File: src/design/ptb_pkg.sv
`timescale 1ns / 1ps
`default_nettype none
// ----------------------------------------------------------------------------
// Paced FIFO token bucket package
// Field widths, fixed constants, codes and state encoding shared by the block.
// ----------------------------------------------------------------------------
package ptb_pkg;

    localparam int unsigned PTB_RING_BYTES      = 4194304;
    localparam int unsigned PTB_TOKEN_FRAC_BITS = 20;

    localparam int unsigned KIND_W    = 2;
    localparam int unsigned AMOUNT_W  = 16;
    localparam int unsigned DUR_W     = 20;
    localparam int unsigned TIME_W    = 48;
    localparam int unsigned RATE_W    = 32;
    localparam int unsigned SEG_W     = 40;
    localparam int unsigned TOTB_W    = 48;
    localparam int unsigned TOTMS_W   = 40;
    localparam int unsigned DSR_W     = 40;
    localparam int unsigned ELAPSED_W = 19;
    localparam int unsigned PROD_W    = RATE_W + ELAPSED_W;
    localparam int unsigned SEGDIV_W  = TOTB_W + 10;

    // One million is 2^6 times 15625; the odd factor is divided out one
    // 16-bit digit at a time with a reciprocal multiply.
    localparam int unsigned DIG_W    = 16;
    localparam int unsigned REM_W    = 14;
    localparam int unsigned PART_W   = REM_W + DIG_W;
    localparam int unsigned RECIP_W  = 31;
    localparam int unsigned RECIP_SH = 44;
    localparam int unsigned US_SHIFT = 6;

    localparam logic [ELAPSED_W-1:0] HALF_SEC_US = ELAPSED_W'(500000);
    localparam logic [REM_W-1:0]     US_ODD      = REM_W'(15625);
    localparam logic [RECIP_W-1:0]   US_RECIP    = RECIP_W'(1125899907);

    typedef enum logic [KIND_W-1:0] {
        KIND_WRITE   = 2'd0,
        KIND_SEG_END = 2'd1,
        KIND_READ    = 2'd2,
        KIND_FINISH  = 2'd3
    } t_kind;

    typedef enum logic [3:0] {
        ST_IDLE,
        ST_DISPATCH,
        ST_SEG_START,
        ST_SEG_WAIT,
        ST_RD_TIME,
        ST_RD_MUL,
        ST_RD_QUO,
        ST_RD_REM,
        ST_RD_FILL,
        ST_RD_GRANT,
        ST_EMIT
    } t_state;

endpackage
`default_nettype wire

File: src/design/ptb_ifs.sv
`timescale 1ns / 1ps
`default_nettype none
// ----------------------------------------------------------------------------
// Paced FIFO token bucket channels
// Request and result word channels with valid/ready handshake.
// ----------------------------------------------------------------------------
interface ptb_in_if;
    logic                            valid;
    logic                            ready;
    logic [ptb_pkg::KIND_W-1:0]      kind;
    logic [ptb_pkg::AMOUNT_W-1:0]    amount;
    logic [ptb_pkg::DUR_W-1:0]       segment_duration_ms;
    logic [ptb_pkg::TIME_W-1:0]      now_us;

    modport source (output valid, kind, amount, segment_duration_ms, now_us, input ready);
    modport sink   (input valid, kind, amount, segment_duration_ms, now_us, output ready);
endinterface

interface ptb_out_if;
    logic                            valid;
    logic                            ready;
    logic [ptb_pkg::AMOUNT_W-1:0]    granted;
    logic                            end_of_stream;
    logic [ptb_pkg::RATE_W-1:0]      rate_bytes_per_s;

    modport source (output valid, granted, end_of_stream, rate_bytes_per_s, input ready);
    modport sink   (input valid, granted, end_of_stream, rate_bytes_per_s, output ready);
endinterface
`default_nettype wire

File: src/design/ptb_div.sv
`timescale 1ns / 1ps
`default_nettype none
// ----------------------------------------------------------------------------
// Paced FIFO token bucket divider
// Restoring divider, one quotient bit per cycle.
// ----------------------------------------------------------------------------
module ptb_div #(
    parameter int unsigned DIV_W = ptb_pkg::PROD_W + ptb_pkg::PTB_TOKEN_FRAC_BITS
) (
    input  logic                        i_clk,
    input  logic                        i_rst_n,
    input  logic                        i_start,
    input  logic [DIV_W-1:0]            i_dividend,
    input  logic [ptb_pkg::DSR_W-1:0]   i_divisor,
    output logic                        o_done,
    output logic [DIV_W-1:0]            o_quotient
);
    import ptb_pkg::*;

    localparam int unsigned CNT_W = $clog2(DIV_W + 1);

    logic             r_active;
    logic [CNT_W-1:0] r_cnt;
    logic [DIV_W-1:0] r_quo;
    logic [DSR_W-1:0] r_rem;
    logic [DSR_W-1:0] r_dsr;

    logic [DSR_W:0]   shifted;
    logic [DSR_W:0]   diff;
    logic             fits;
    logic [DSR_W-1:0] n_rem;
    logic [DIV_W-1:0] n_quo;

    always_comb begin
        shifted = {r_rem, r_quo[DIV_W-1]};
        diff    = shifted - {1'b0, r_dsr};
        fits    = shifted >= {1'b0, r_dsr};
        n_rem   = fits ? diff[DSR_W-1:0] : shifted[DSR_W-1:0];
        n_quo   = {r_quo[DIV_W-2:0], fits};
    end

    always_ff @(posedge i_clk) begin
        if (!i_rst_n) begin
            r_active <= 1'b0;
            r_cnt    <= '0;
        end else if (i_start) begin
            r_active <= 1'b1;
            r_cnt    <= CNT_W'(DIV_W);
        end else if (r_active) begin
            if (r_cnt != '0) begin
                r_cnt <= r_cnt - 1'b1;
            end else begin
                r_active <= 1'b0;
            end
        end
    end

    always_ff @(posedge i_clk) begin
        if (i_start) begin
            r_quo <= i_dividend;
            r_rem <= '0;
            r_dsr <= i_divisor;
        end else if (r_active && (r_cnt != '0)) begin
            r_quo <= n_quo;
            r_rem <= n_rem;
        end
    end

    assign o_done     = r_active && (r_cnt == '0);
    assign o_quotient = r_quo;

    a_rem_below_divisor: assert property (@(posedge i_clk) disable iff (!i_rst_n)
        r_active |-> (r_rem < r_dsr))
        else $error("divider remainder not below divisor");

    a_start_loads: assert property (@(posedge i_clk) disable iff (!i_rst_n)
        i_start |=> (r_active && (r_cnt == CNT_W'(DIV_W))))
        else $error("divider did not load on start");

    a_done_ends: assert property (@(posedge i_clk) disable iff (!i_rst_n)
        (o_done && !i_start) |=> !r_active)
        else $error("divider stayed active after done");

endmodule
`default_nettype wire

File: src/design/paced_fifo_token_bucket.sv
`timescale 1ns / 1ps
`default_nettype none
// ----------------------------------------------------------------------------
// Paced FIFO token bucket
// Credit controller for a byte FIFO with a measured-rate token bucket.
// ----------------------------------------------------------------------------
//  Port     Dir  Modport  Word
//  i_in     in   sink     kind, amount, segment_duration_ms, now_us
//  o_out    out  source   granted, end_of_stream, rate_bytes_per_s
//
//  Writes, source finished, zero reads and reads before the rate is known go
//  from acceptance through dispatch straight to the result. A segment end with
//  a duration waits in ST_SEG_WAIT for the bit-serial rate divider. A paced
//  read steps through ST_RD_TIME and ST_RD_MUL, then divides the refill by one
//  million one 16-bit digit at a time in ST_RD_QUO and ST_RD_REM, then runs
//  ST_RD_FILL and ST_RD_GRANT. One word is in work at a time; a new word is
//  accepted while the previous result waits in the output register.
//  Reset is synchronous and clears the byte and time counters, the rate, the bucket and the timestamp.
// ----------------------------------------------------------------------------
module paced_fifo_token_bucket #(
    parameter int unsigned RING_BYTES      = ptb_pkg::PTB_RING_BYTES,
    parameter int unsigned TOKEN_FRAC_BITS = ptb_pkg::PTB_TOKEN_FRAC_BITS
) (
    input  logic        i_clk,
    input  logic        i_rst_n,
    ptb_in_if.sink      i_in,
    ptb_out_if.source   o_out
);
    import ptb_pkg::*;

    localparam int unsigned F      = TOKEN_FRAC_BITS;
    localparam int unsigned OCC_W  = $clog2(RING_BYTES + 1);
    localparam int unsigned CMP_W  = (OCC_W > AMOUNT_W) ? OCC_W : AMOUNT_W;
    localparam int unsigned TOK_W  = RATE_W + F;
    localparam int unsigned DIV_W  = SEGDIV_W;
    localparam int unsigned Y_W    = PROD_W + F - US_SHIFT;
    localparam int unsigned N_DIG  = (Y_W + DIG_W - 1) / DIG_W;
    localparam int unsigned YP_W   = N_DIG * DIG_W;
    localparam int unsigned DCNT_W = $clog2(N_DIG + 1);
    localparam logic [OCC_W-1:0] RING = OCC_W'(RING_BYTES);

    t_state                r_state, n_state;
    logic                  r_out_valid;
    logic [AMOUNT_W-1:0]   r_out_granted;
    logic                  r_out_eos;
    logic [RATE_W-1:0]     r_out_rate;

    t_kind                 r_kind;
    logic [AMOUNT_W-1:0]   r_amount;
    logic [DUR_W-1:0]      r_dur;
    logic [TIME_W-1:0]     r_now;

    logic [OCC_W-1:0]      r_occ, n_occ;
    logic [SEG_W-1:0]      r_seg, n_seg;
    logic [TOTB_W-1:0]     r_totb, n_totb;
    logic [TOTMS_W-1:0]    r_totms, n_totms;
    logic [RATE_W-1:0]     r_rate, n_rate;
    logic [TOK_W-1:0]      r_token, n_token;
    logic [TIME_W-1:0]     r_last, n_last;
    logic                  r_tvalid, n_tvalid;
    logic                  r_fin, n_fin;

    logic [ELAPSED_W-1:0]  r_elapsed, n_elapsed;
    logic [YP_W-1:0]       r_ysh, n_ysh;
    logic [YP_W-1:0]       r_qacc, n_qacc;
    logic [REM_W-1:0]      r_rem, n_rem;
    logic [DIG_W-1:0]      r_qdig, n_qdig;
    logic [DCNT_W-1:0]     r_dcnt, n_dcnt;
    logic [AMOUNT_W-1:0]   r_res_granted, n_res_granted;
    logic                  r_res_eos, n_res_eos;

    logic                  in_ready;
    logic                  out_free;
    logic                  out_load;
    logic                  div_start;
    logic                  div_done;
    logic [DIV_W-1:0]      div_quotient;
    logic [SEGDIV_W-1:0]   tb_x1000;

    assign out_free = !r_out_valid || o_out.ready;

    always_comb begin
        n_state = r_state;
        case (r_state)
            ST_IDLE: begin
                if (i_in.valid) n_state = ST_DISPATCH;
            end
            ST_DISPATCH: begin
                case (r_kind)
                    KIND_SEG_END: n_state = (r_dur != '0) ? ST_SEG_START : ST_EMIT;
                    KIND_READ: begin
                        n_state = ((r_amount != '0) && (r_rate != '0)) ? ST_RD_TIME : ST_EMIT;
                    end
                    default: n_state = ST_EMIT;
                endcase
            end
            ST_SEG_START: n_state = ST_SEG_WAIT;
            ST_SEG_WAIT: begin
                if (div_done) n_state = ST_EMIT;
            end
            ST_RD_TIME: n_state = ST_RD_MUL;
            ST_RD_MUL:  n_state = ST_RD_QUO;
            ST_RD_QUO:  n_state = ST_RD_REM;
            ST_RD_REM: begin
                n_state = (r_dcnt == DCNT_W'(1)) ? ST_RD_FILL : ST_RD_QUO;
            end
            ST_RD_FILL:  n_state = ST_RD_GRANT;
            ST_RD_GRANT: n_state = ST_EMIT;
            ST_EMIT: begin
                if (out_free) n_state = ST_IDLE;
            end
            default: n_state = ST_IDLE;
        endcase
    end

    always_comb begin
        in_ready  = (r_state == ST_IDLE);
        div_start = (r_state == ST_SEG_START);
        out_load  = (r_state == ST_EMIT) && out_free;
    end

    assign i_in.ready = in_ready;

    assign tb_x1000 = {r_totb, 10'b0} - {6'b0, r_totb, 4'b0} - {7'b0, r_totb, 3'b0};

    ptb_div #(
        .DIV_W (DIV_W)
    ) u_div (
        .i_clk      (i_clk),
        .i_rst_n    (i_rst_n),
        .i_start    (div_start),
        .i_dividend (tb_x1000),
        .i_divisor  (r_totms),
        .o_done     (div_done),
        .o_quotient (div_quotient)
    );

    always_comb begin
        logic [OCC_W-1:0]          space;
        logic [CMP_W-1:0]          wr_grant;
        logic [RATE_W-1:0]         whole;
        logic [AMOUNT_W-1:0]       budget;
        logic [CMP_W-1:0]          rd_grant;
        logic [SEG_W:0]            seg_sum;
        logic [TOTB_W:0]           totb_sum;
        logic [TOTMS_W:0]          totms_sum;
        logic [TIME_W-1:0]         base;
        logic [TIME_W-1:0]         elapsed;
        logic [TOK_W:0]            tok_sum;
        logic [TOK_W:0]            tok_cap;
        logic [PROD_W-1:0]         prod;
        logic [PART_W-1:0]         part;
        logic [PART_W+RECIP_W-1:0] recip_prod;
        logic [PART_W-1:0]         qd_mul;
        logic [PART_W-1:0]         part_rem;

        n_occ         = r_occ;
        n_seg         = r_seg;
        n_totb        = r_totb;
        n_totms       = r_totms;
        n_rate        = r_rate;
        n_token       = r_token;
        n_last        = r_last;
        n_tvalid      = r_tvalid;
        n_fin         = r_fin;
        n_elapsed     = r_elapsed;
        n_ysh         = r_ysh;
        n_qacc        = r_qacc;
        n_rem         = r_rem;
        n_qdig        = r_qdig;
        n_dcnt        = r_dcnt;
        n_res_granted = r_res_granted;
        n_res_eos     = r_res_eos;

        space    = RING - r_occ;
        wr_grant = (CMP_W'(r_amount) < CMP_W'(space)) ? CMP_W'(r_amount) : CMP_W'(space);
        whole    = r_token[TOK_W-1:F];
        budget   = ((r_state == ST_RD_GRANT) && (RATE_W'(r_amount) > whole))
                 ? whole[AMOUNT_W-1:0] : r_amount;
        rd_grant = (CMP_W'(r_occ) < CMP_W'(budget)) ? CMP_W'(r_occ) : CMP_W'(budget);
        seg_sum   = {1'b0, r_seg} + (SEG_W + 1)'(wr_grant[AMOUNT_W-1:0]);
        totb_sum  = {1'b0, r_totb} + (TOTB_W + 1)'(r_seg);
        totms_sum = {1'b0, r_totms} + (TOTMS_W + 1)'(r_dur);
        base      = r_tvalid ? r_last : r_now;
        elapsed   = (r_now >= base) ? (r_now - base) : '0;
        tok_sum   = {1'b0, r_token} + (TOK_W + 1)'(r_qacc[TOK_W-1:0]);
        tok_cap   = (TOK_W + 1)'(r_rate) << (F - 1);
        prod       = PROD_W'(r_rate) * PROD_W'(r_elapsed);
        part       = {r_rem, r_ysh[YP_W-1 -: DIG_W]};
        recip_prod = (PART_W + RECIP_W)'(part) * (PART_W + RECIP_W)'(US_RECIP);
        qd_mul     = PART_W'(r_qdig) * PART_W'(US_ODD);
        part_rem   = part - qd_mul;

        case (r_state)
            ST_DISPATCH: begin
                n_res_granted = '0;
                n_res_eos     = 1'b0;
                case (r_kind)
                    KIND_WRITE: begin
                        n_res_granted = wr_grant[AMOUNT_W-1:0];
                        n_occ         = r_occ + wr_grant[OCC_W-1:0];
                        n_seg         = seg_sum[SEG_W] ? '1 : seg_sum[SEG_W-1:0];
                    end
                    KIND_SEG_END: begin
                        n_seg = '0;
                        if (r_dur != '0) begin
                            n_totb  = totb_sum[TOTB_W] ? '1 : totb_sum[TOTB_W-1:0];
                            n_totms = totms_sum[TOTMS_W] ? '1 : totms_sum[TOTMS_W-1:0];
                        end
                    end
                    KIND_READ: begin
                        if ((r_amount != '0) && (r_rate == '0)) begin
                            if (r_occ != '0) begin
                                n_res_granted = rd_grant[AMOUNT_W-1:0];
                                n_occ         = r_occ - rd_grant[OCC_W-1:0];
                            end else begin
                                n_res_eos = r_fin;
                            end
                        end
                    end
                    default: n_fin = 1'b1;
                endcase
            end
            ST_SEG_WAIT: begin
                if (div_done) begin
                    n_rate = (|div_quotient[DIV_W-1:RATE_W]) ? '1 : div_quotient[RATE_W-1:0];
                end
            end
            ST_RD_TIME: begin
                n_elapsed = (elapsed > TIME_W'(HALF_SEC_US)) ? HALF_SEC_US
                                                             : elapsed[ELAPSED_W-1:0];
                n_last    = r_now;
                n_tvalid  = 1'b1;
            end
            ST_RD_MUL: begin
                n_ysh  = YP_W'(prod) << (F - US_SHIFT);
                n_qacc = '0;
                n_rem  = '0;
                n_dcnt = DCNT_W'(N_DIG);
            end
            ST_RD_QUO: begin
                n_qdig = recip_prod[RECIP_SH +: DIG_W];
            end
            ST_RD_REM: begin
                n_rem  = part_rem[REM_W-1:0];
                n_ysh  = r_ysh << DIG_W;
                n_qacc = {r_qacc[YP_W-DIG_W-1:0], r_qdig};
                n_dcnt = r_dcnt - DCNT_W'(1);
            end
            ST_RD_FILL: begin
                n_token = (tok_sum > tok_cap) ? tok_cap[TOK_W-1:0] : tok_sum[TOK_W-1:0];
            end
            ST_RD_GRANT: begin
                if (budget != '0) begin
                    if (r_occ != '0) begin
                        n_res_granted = rd_grant[AMOUNT_W-1:0];
                        n_occ         = r_occ - rd_grant[OCC_W-1:0];
                        n_token       = r_token - (TOK_W'(rd_grant[AMOUNT_W-1:0]) << F);
                    end else begin
                        n_res_eos = r_fin;
                    end
                end
            end
            default: begin
                n_occ = r_occ;
            end
        endcase
    end

    always_ff @(posedge i_clk) begin
        if (!i_rst_n) begin
            r_state     <= ST_IDLE;
            r_out_valid <= 1'b0;
            r_occ       <= '0;
            r_seg       <= '0;
            r_totb      <= '0;
            r_totms     <= '0;
            r_rate      <= '0;
            r_token     <= '0;
            r_last      <= '0;
            r_tvalid    <= 1'b0;
            r_fin       <= 1'b0;
        end else begin
            r_state  <= n_state;
            r_occ    <= n_occ;
            r_seg    <= n_seg;
            r_totb   <= n_totb;
            r_totms  <= n_totms;
            r_rate   <= n_rate;
            r_token  <= n_token;
            r_last   <= n_last;
            r_tvalid <= n_tvalid;
            r_fin    <= n_fin;
            if (out_load) begin
                r_out_valid <= 1'b1;
            end else if (o_out.ready) begin
                r_out_valid <= 1'b0;
            end
        end
    end

    always_ff @(posedge i_clk) begin
        r_elapsed     <= n_elapsed;
        r_ysh         <= n_ysh;
        r_qacc        <= n_qacc;
        r_rem         <= n_rem;
        r_qdig        <= n_qdig;
        r_dcnt        <= n_dcnt;
        r_res_granted <= n_res_granted;
        r_res_eos     <= n_res_eos;
        if (in_ready && i_in.valid) begin
            r_kind   <= t_kind'(i_in.kind);
            r_amount <= i_in.amount;
            r_dur    <= i_in.segment_duration_ms;
            r_now    <= i_in.now_us;
        end
        if (out_load) begin
            r_out_granted <= r_res_granted;
            r_out_eos     <= r_res_eos;
            r_out_rate    <= r_rate;
        end
    end

    assign o_out.valid            = r_out_valid;
    assign o_out.granted          = r_out_granted;
    assign o_out.end_of_stream    = r_out_eos;
    assign o_out.rate_bytes_per_s = r_out_rate;

    a_occ_bound: assert property (@(posedge i_clk) disable iff (!i_rst_n)
        r_occ <= RING)
        else $error("occupancy above ring size");

    a_eos_no_grant: assert property (@(posedge i_clk) disable iff (!i_rst_n)
        (r_out_valid && r_out_eos) |-> (r_out_granted == '0))
        else $error("end of stream with a nonzero grant");

    a_ctrl_no_grant: assert property (@(posedge i_clk) disable iff (!i_rst_n)
        ((r_state == ST_EMIT) && ((r_kind == KIND_SEG_END) || (r_kind == KIND_FINISH)))
        |-> ((r_res_granted == '0) && !r_res_eos))
        else $error("grant on a segment end or finish word");

endmodule
`default_nettype wire
File: src/flat_wrapper.sv
// flat-port wrapper written by rule: the top's interface ports become plain ports
module paced_fifo_token_bucket_flat import ptb_pkg::*;
#(
    parameter int unsigned RING_BYTES      = ptb_pkg::PTB_RING_BYTES,
    parameter int unsigned TOKEN_FRAC_BITS = ptb_pkg::PTB_TOKEN_FRAC_BITS
)
  (i_clk, i_rst_n, i_in_valid, i_in_kind, i_in_amount, i_in_segment_duration_ms, i_in_now_us, i_in_ready, o_out_valid, o_out_granted, o_out_end_of_stream, o_out_rate_bytes_per_s, o_out_ready);
  ptb_in_if i_in_i ();
  ptb_out_if o_out_i ();
  input  logic i_clk;
  input  logic i_rst_n;
  input wire logic [$bits(i_in_i.valid)-1:0] i_in_valid;
  input wire logic [$bits(i_in_i.kind)-1:0] i_in_kind;
  input wire logic [$bits(i_in_i.amount)-1:0] i_in_amount;
  input wire logic [$bits(i_in_i.segment_duration_ms)-1:0] i_in_segment_duration_ms;
  input wire logic [$bits(i_in_i.now_us)-1:0] i_in_now_us;
  output wire logic [$bits(i_in_i.ready)-1:0] i_in_ready;
  output wire logic [$bits(o_out_i.valid)-1:0] o_out_valid;
  output wire logic [$bits(o_out_i.granted)-1:0] o_out_granted;
  output wire logic [$bits(o_out_i.end_of_stream)-1:0] o_out_end_of_stream;
  output wire logic [$bits(o_out_i.rate_bytes_per_s)-1:0] o_out_rate_bytes_per_s;
  input wire logic [$bits(o_out_i.ready)-1:0] o_out_ready;
  assign i_in_i.valid = i_in_valid;
  assign i_in_i.kind = i_in_kind;
  assign i_in_i.amount = i_in_amount;
  assign i_in_i.segment_duration_ms = i_in_segment_duration_ms;
  assign i_in_i.now_us = i_in_now_us;
  assign i_in_ready = i_in_i.ready;
  assign o_out_valid = o_out_i.valid;
  assign o_out_granted = o_out_i.granted;
  assign o_out_end_of_stream = o_out_i.end_of_stream;
  assign o_out_rate_bytes_per_s = o_out_i.rate_bytes_per_s;
  assign o_out_i.ready = o_out_ready;
  paced_fifo_token_bucket #(.RING_BYTES(RING_BYTES), .TOKEN_FRAC_BITS(TOKEN_FRAC_BITS)) u_core (.i_clk(i_clk), .i_rst_n(i_rst_n), .i_in(i_in_i), .o_out(o_out_i));
endmodule
File: config.mk
export PLATFORM = sky130hd
export DESIGN_NAME = paced_fifo_token_bucket_flat
export DESIGN_NICKNAME = d
export VERILOG_FILES = /design/src/design/ptb_pkg.sv /design/src/design/ptb_ifs.sv /design/src/design/ptb_div.sv /design/src/design/paced_fifo_token_bucket.sv /design/src/flat_wrapper.sv
export SDC_FILE = /design/constraint.sdc
export NUM_CORES = 2
export LEC_CHECK = 0
export BUFFER_PORTS_ARGS = -buffer_cell sky130_fd_sc_hd__buf_2
export CAP_MARGIN = 30
export CELL_PAD_IN_SITES_DETAIL_PLACEMENT = 0
export CELL_PAD_IN_SITES_GLOBAL_PLACEMENT = 1
export CORE_UTILIZATION = 56
export CTS_BUF_LIST = sky130_fd_sc_hd__clkbuf_4 sky130_fd_sc_hd__clkbuf_8
export DETAILED_ROUTE_END_ITERATION = 10
export PLACE_DENSITY = 0.88
export REMOVE_ABC_BUFFERS = 1
export SETUP_SLACK_MARGIN = 0.02
export SYNTH_ARGS = -nofsm -noshare
export SYNTH_HDL_FRONTEND = slang
export SYNTH_SLANG_ARGS = --single-unit
export TNS_END_PERCENT = 30
File: constraint.sdc
create_clock -name i_clk -period 22.1 [get_ports i_clk]
set_input_delay 4.42 -clock i_clk [delete_from_list [all_inputs] [get_ports i_clk]]
set_output_delay 4.42 -clock i_clk [all_outputs]
set_load 0.02 [all_outputs]
==> flow_metrics.py <==
metrics = {
    "outcome": {
        "outcome": "complete, no violations",
    },
    "clock_tree": {
        "cts_tree": "yes",
        "ctsRootBufferMaster": "clkbuf_8",
        "clockBufferDepth": 3,
        "clkLatencyLatePin_ns": 0.95,
        "hold_buffers": 0,
        "clkSinkCount": 757,
        "cts-resized-gates": 0,
        "htree_levels": 4,
        "cts_buffers": 141,
        "cts.repair_timing.setup_buffer_count": 0,
        "clkSlewWorstSetupHoldPaths_ns": 0.06,
    },
    "logic_synthesis": {
        "netlist_instances": 8993,
        "synth_edf_count": 420,
        "synth_xor_area_frac": 0.04172,
        "yosysWarnings": 0,
        "syn_avg_cell_area_um2": 9.198,
        "synth-main-ff-cell": "edfxtp_1",
        "synth-seq-cells": 757,
        "ys_seq_area_frac": 0.2340,
        "synth_top_family_by_area": "adder cells",
        "synth_fa_ha_area_frac": 0.3555,
        "synthArstFlopShare": 0,
        "synth_compound_area_frac": 0.1423,
        "yosysUniqueCellTypes": 102,
        "muxShareOfSynthArea": 0.01910,
        "synth_area_um2": 82720,
        "synthSimpleGateAreaFrac": 0.1295,
    },
    "route": {
        "firstDrtPassIters": 6,
        "viasPerCell": 5.923,
        "vias": 65590,
        "avgRoutedWirePerCell_um": 21.71,
        "routed_wirelength_mm": 240.4,
        "drtIter0Drc": 5524,
        "drc": 0,
        "drtAntennaViolNets": 0,
    },
    "placement": {
        "dp_hpwl_mm": 186.1,
        "gp_congestion": 0.9924,
        "portBuffers": 140,
    },
    "die": {
        "row_count": 140,
        "die_h_um": 386.3,
        "die-area_um2": 149300,
        "io_pins": 141,
        "die_w_um": 386.3,
        "coreArea_um2": 146100,
        "initial_utilization": 0.5662,
    },
    "critical_path": {
        "cpMostUsedCell": "ha_1",
        "reg2reg_from": "u_core.r_token[29]",
        "critPathKind": "reg2reg",
        "rrSetupSlack_ns": 11.91,
        "required_ns": 22.88,
        "critPathLaunch": "u_core.r_token[29]",
        "crit_family": "compound AO/OA/AOI/OAI gates",
        "critPathBufInv": 3,
        "critical_path_arrival_ns": 10.96,
        "cp_slowest_cell": "o31ai_4",
        "worst_setup_path_end_kind": "flop",
        "slowest_delay_ns": 0.93,
        "crit_fanout": 32,
        "critPathLaunchType": "flop",
    },
    "min_path": {
        "hold_path.startpoint": "u_core.r_res_granted[3]",
        "holdCritPathClass": "reg2reg",
    },
    "pwr": {
        "p_sw_mw": 4.052,
        "p_leak_nw": 41.46,
        "comb_power_share": 0.596,
        "ir_drop_uv": 100.9,
        "p_int_mw": 4.624,
        "p_sw_frac": 0.4670,
        "power_density_nw_per_um2": 97.86,
        "power_mw": 8.676,
        "seq_power_share": 0.228,
        "clock_power_share": 0.176,
    },
    "sta": {
        "slew_headroom": 0.3030,
        "drv_slew": 0,
        "max_freq_mhz": 98.17,
        "hold_viol": 0,
        "period_share": 0.4609,
        "rsz0062_at_grt": "no",
        "tightest_slew_ns": 1.016,
        "fin_crit_ns": 10.19,
        "report.final.setup_viol": 0,
        "finClkSkew_ns": 0.06438,
        "fin_setup_tns_ns": 0,
    },
    "global_route": {
        "antenna_found_initial": 8,
        "grt_pass1_wl_mm": 375.7,
        "grt_pass1_vias": 65620,
        "grt.total_usage": 0.3265,
        "grt_max_degree": 110,
        "gr-total-overflow": 0,
    },
    "finish": {
        "drive_gt1_frac": 0.07059,
        "syn2layout_area_growth_pct": 7.180,
        "nNetsFinal": 10920,
        "final_common_cell": "inv_1",
        "final_cell_mix": "inv_1, nand2_1, ha_1",
    },
    "job": {
        "drv_cap": 0,
    },
}
power by group through the flow:
stage	Sequential, mW	Combinational, mW	Clock, mW
after floorplan	1.91	3.81	0
after global placement	1.99	4.99	0
after detailed placement	2.00	5.06	0
after CTS	1.97	5.09	1.55
after global routing	2.00	5.73	1.60
final	1.98	5.17	1.52
kinds of logic (layout without fill, tap and decap cells):
logic type               count (synthesis)  in the layout
AND/OR/NAND/NOR                       2290           2290
AO/OA/AOI/OAI                         1868           1868
adder cells (fa/ha/maj)               1823           1823
buffers and inverters                 1708           1866
flip-flops                             757            757
XOR/XNOR                               394            394
multiplexers                           153            153
other                                    0              7
metal layers:
| metal | GRT usage | wire [um] |
|---|---|---|
| met3 | 0.04912 | 16340 |
| met5 | 0 | 13 |
| met1 | 0.4443 | 103400 |
| met2 | 0.5214 | 110900 |
| met4 | 0.1321 | 9797 |
cell type report:
cell class / count / area, um^2
inverters: 1353 / 5084
well taps: 1917 / 2399
fillers: 12600 / 57430
clock inverters: 69 / 737.0
repair buffers: 251 / 1634
multi-input cells: 6528 / 57030
clock buffers: 193 / 2394
diodes: 7 / 17.52
flip-flops and latches: 757 / 19360
final timing paths:
kind,cells after the start,endpoint
setup / recovery,31,u_core.r_occ[22]
hold / removal,0,u_core.o_out.granted[3]
setup reg to reg,31,u_core.r_occ[22]
hold reg to reg,0,u_core.o_out.granted[3]
synthesized netlist by cell type, types with 70 or more instances:
master / number / area share
xnor2_1: 247 / 0.026
fa_1: 885 / 0.21
o21ai_0: 422 / 0.026
nand3_1: 114 / 0.0069
clkbuf_1: 340 / 0.015
nand2b_1: 80 / 0.0061
inv_1: 1349 / 0.061
edfxtp_1: 420 / 0.15
mux2i_1: 122 / 0.015
and2_1: 263 / 0.020
nor2_1: 426 / 0.019
nor3_1: 111 / 0.0067
dfxtp_1: 337 / 0.082
nand4_1: 70 / 0.0053
nand2_1: 952 / 0.043
a21oi_1: 632 / 0.038
a21o_1: 201 / 0.018
ha_1: 917 / 0.14
xor2_1: 147 / 0.016
per-stage QoR:
step | std cells | utilization | hold WS [ns] | worst slack [ns] | instance area [um^2]
after detailed placement | 10800 | 0.5850 | 0.4045 | 12.38 | 85460
after global placement | 10800 | 0.5844 | 0.4032 | 12.46 | 85370
after CTS | 11070 | 0.6064 | 0.4126 | 12.29 | 88590
final | 11080 | 0.6069 | 0.4182 | 11.91 | 88660
after global routing | 11070 | 0.6068 | 0.4217 | 11.41 | 88650
after floorplan | 8638 | - | 0.4003 | 11.72 | 81360
sequential cells by signal, summed over array words and instances, names as in the netlist, 19 cells and up:
register / cells
u_core.r_elapsed: 19
u_core.r_occ: 23
u_core.u_div.r_dsr: 40
u_core.r_totms: 40
u_core.u_div.o_quotient: 58
u_core.o_out.rate_bytes_per_s: 32
u_core.r_last: 48
u_core.r_seg: 40
u_core.r_token: 52
u_core.r_now: 48
u_core.r_rate: 32
u_core.r_qacc: 52
u_core.u_div.r_rem: 40
u_core.r_ysh: 66
u_core.r_totb: 48
u_core.r_dur: 20
(Power assumes the default switching activity.)
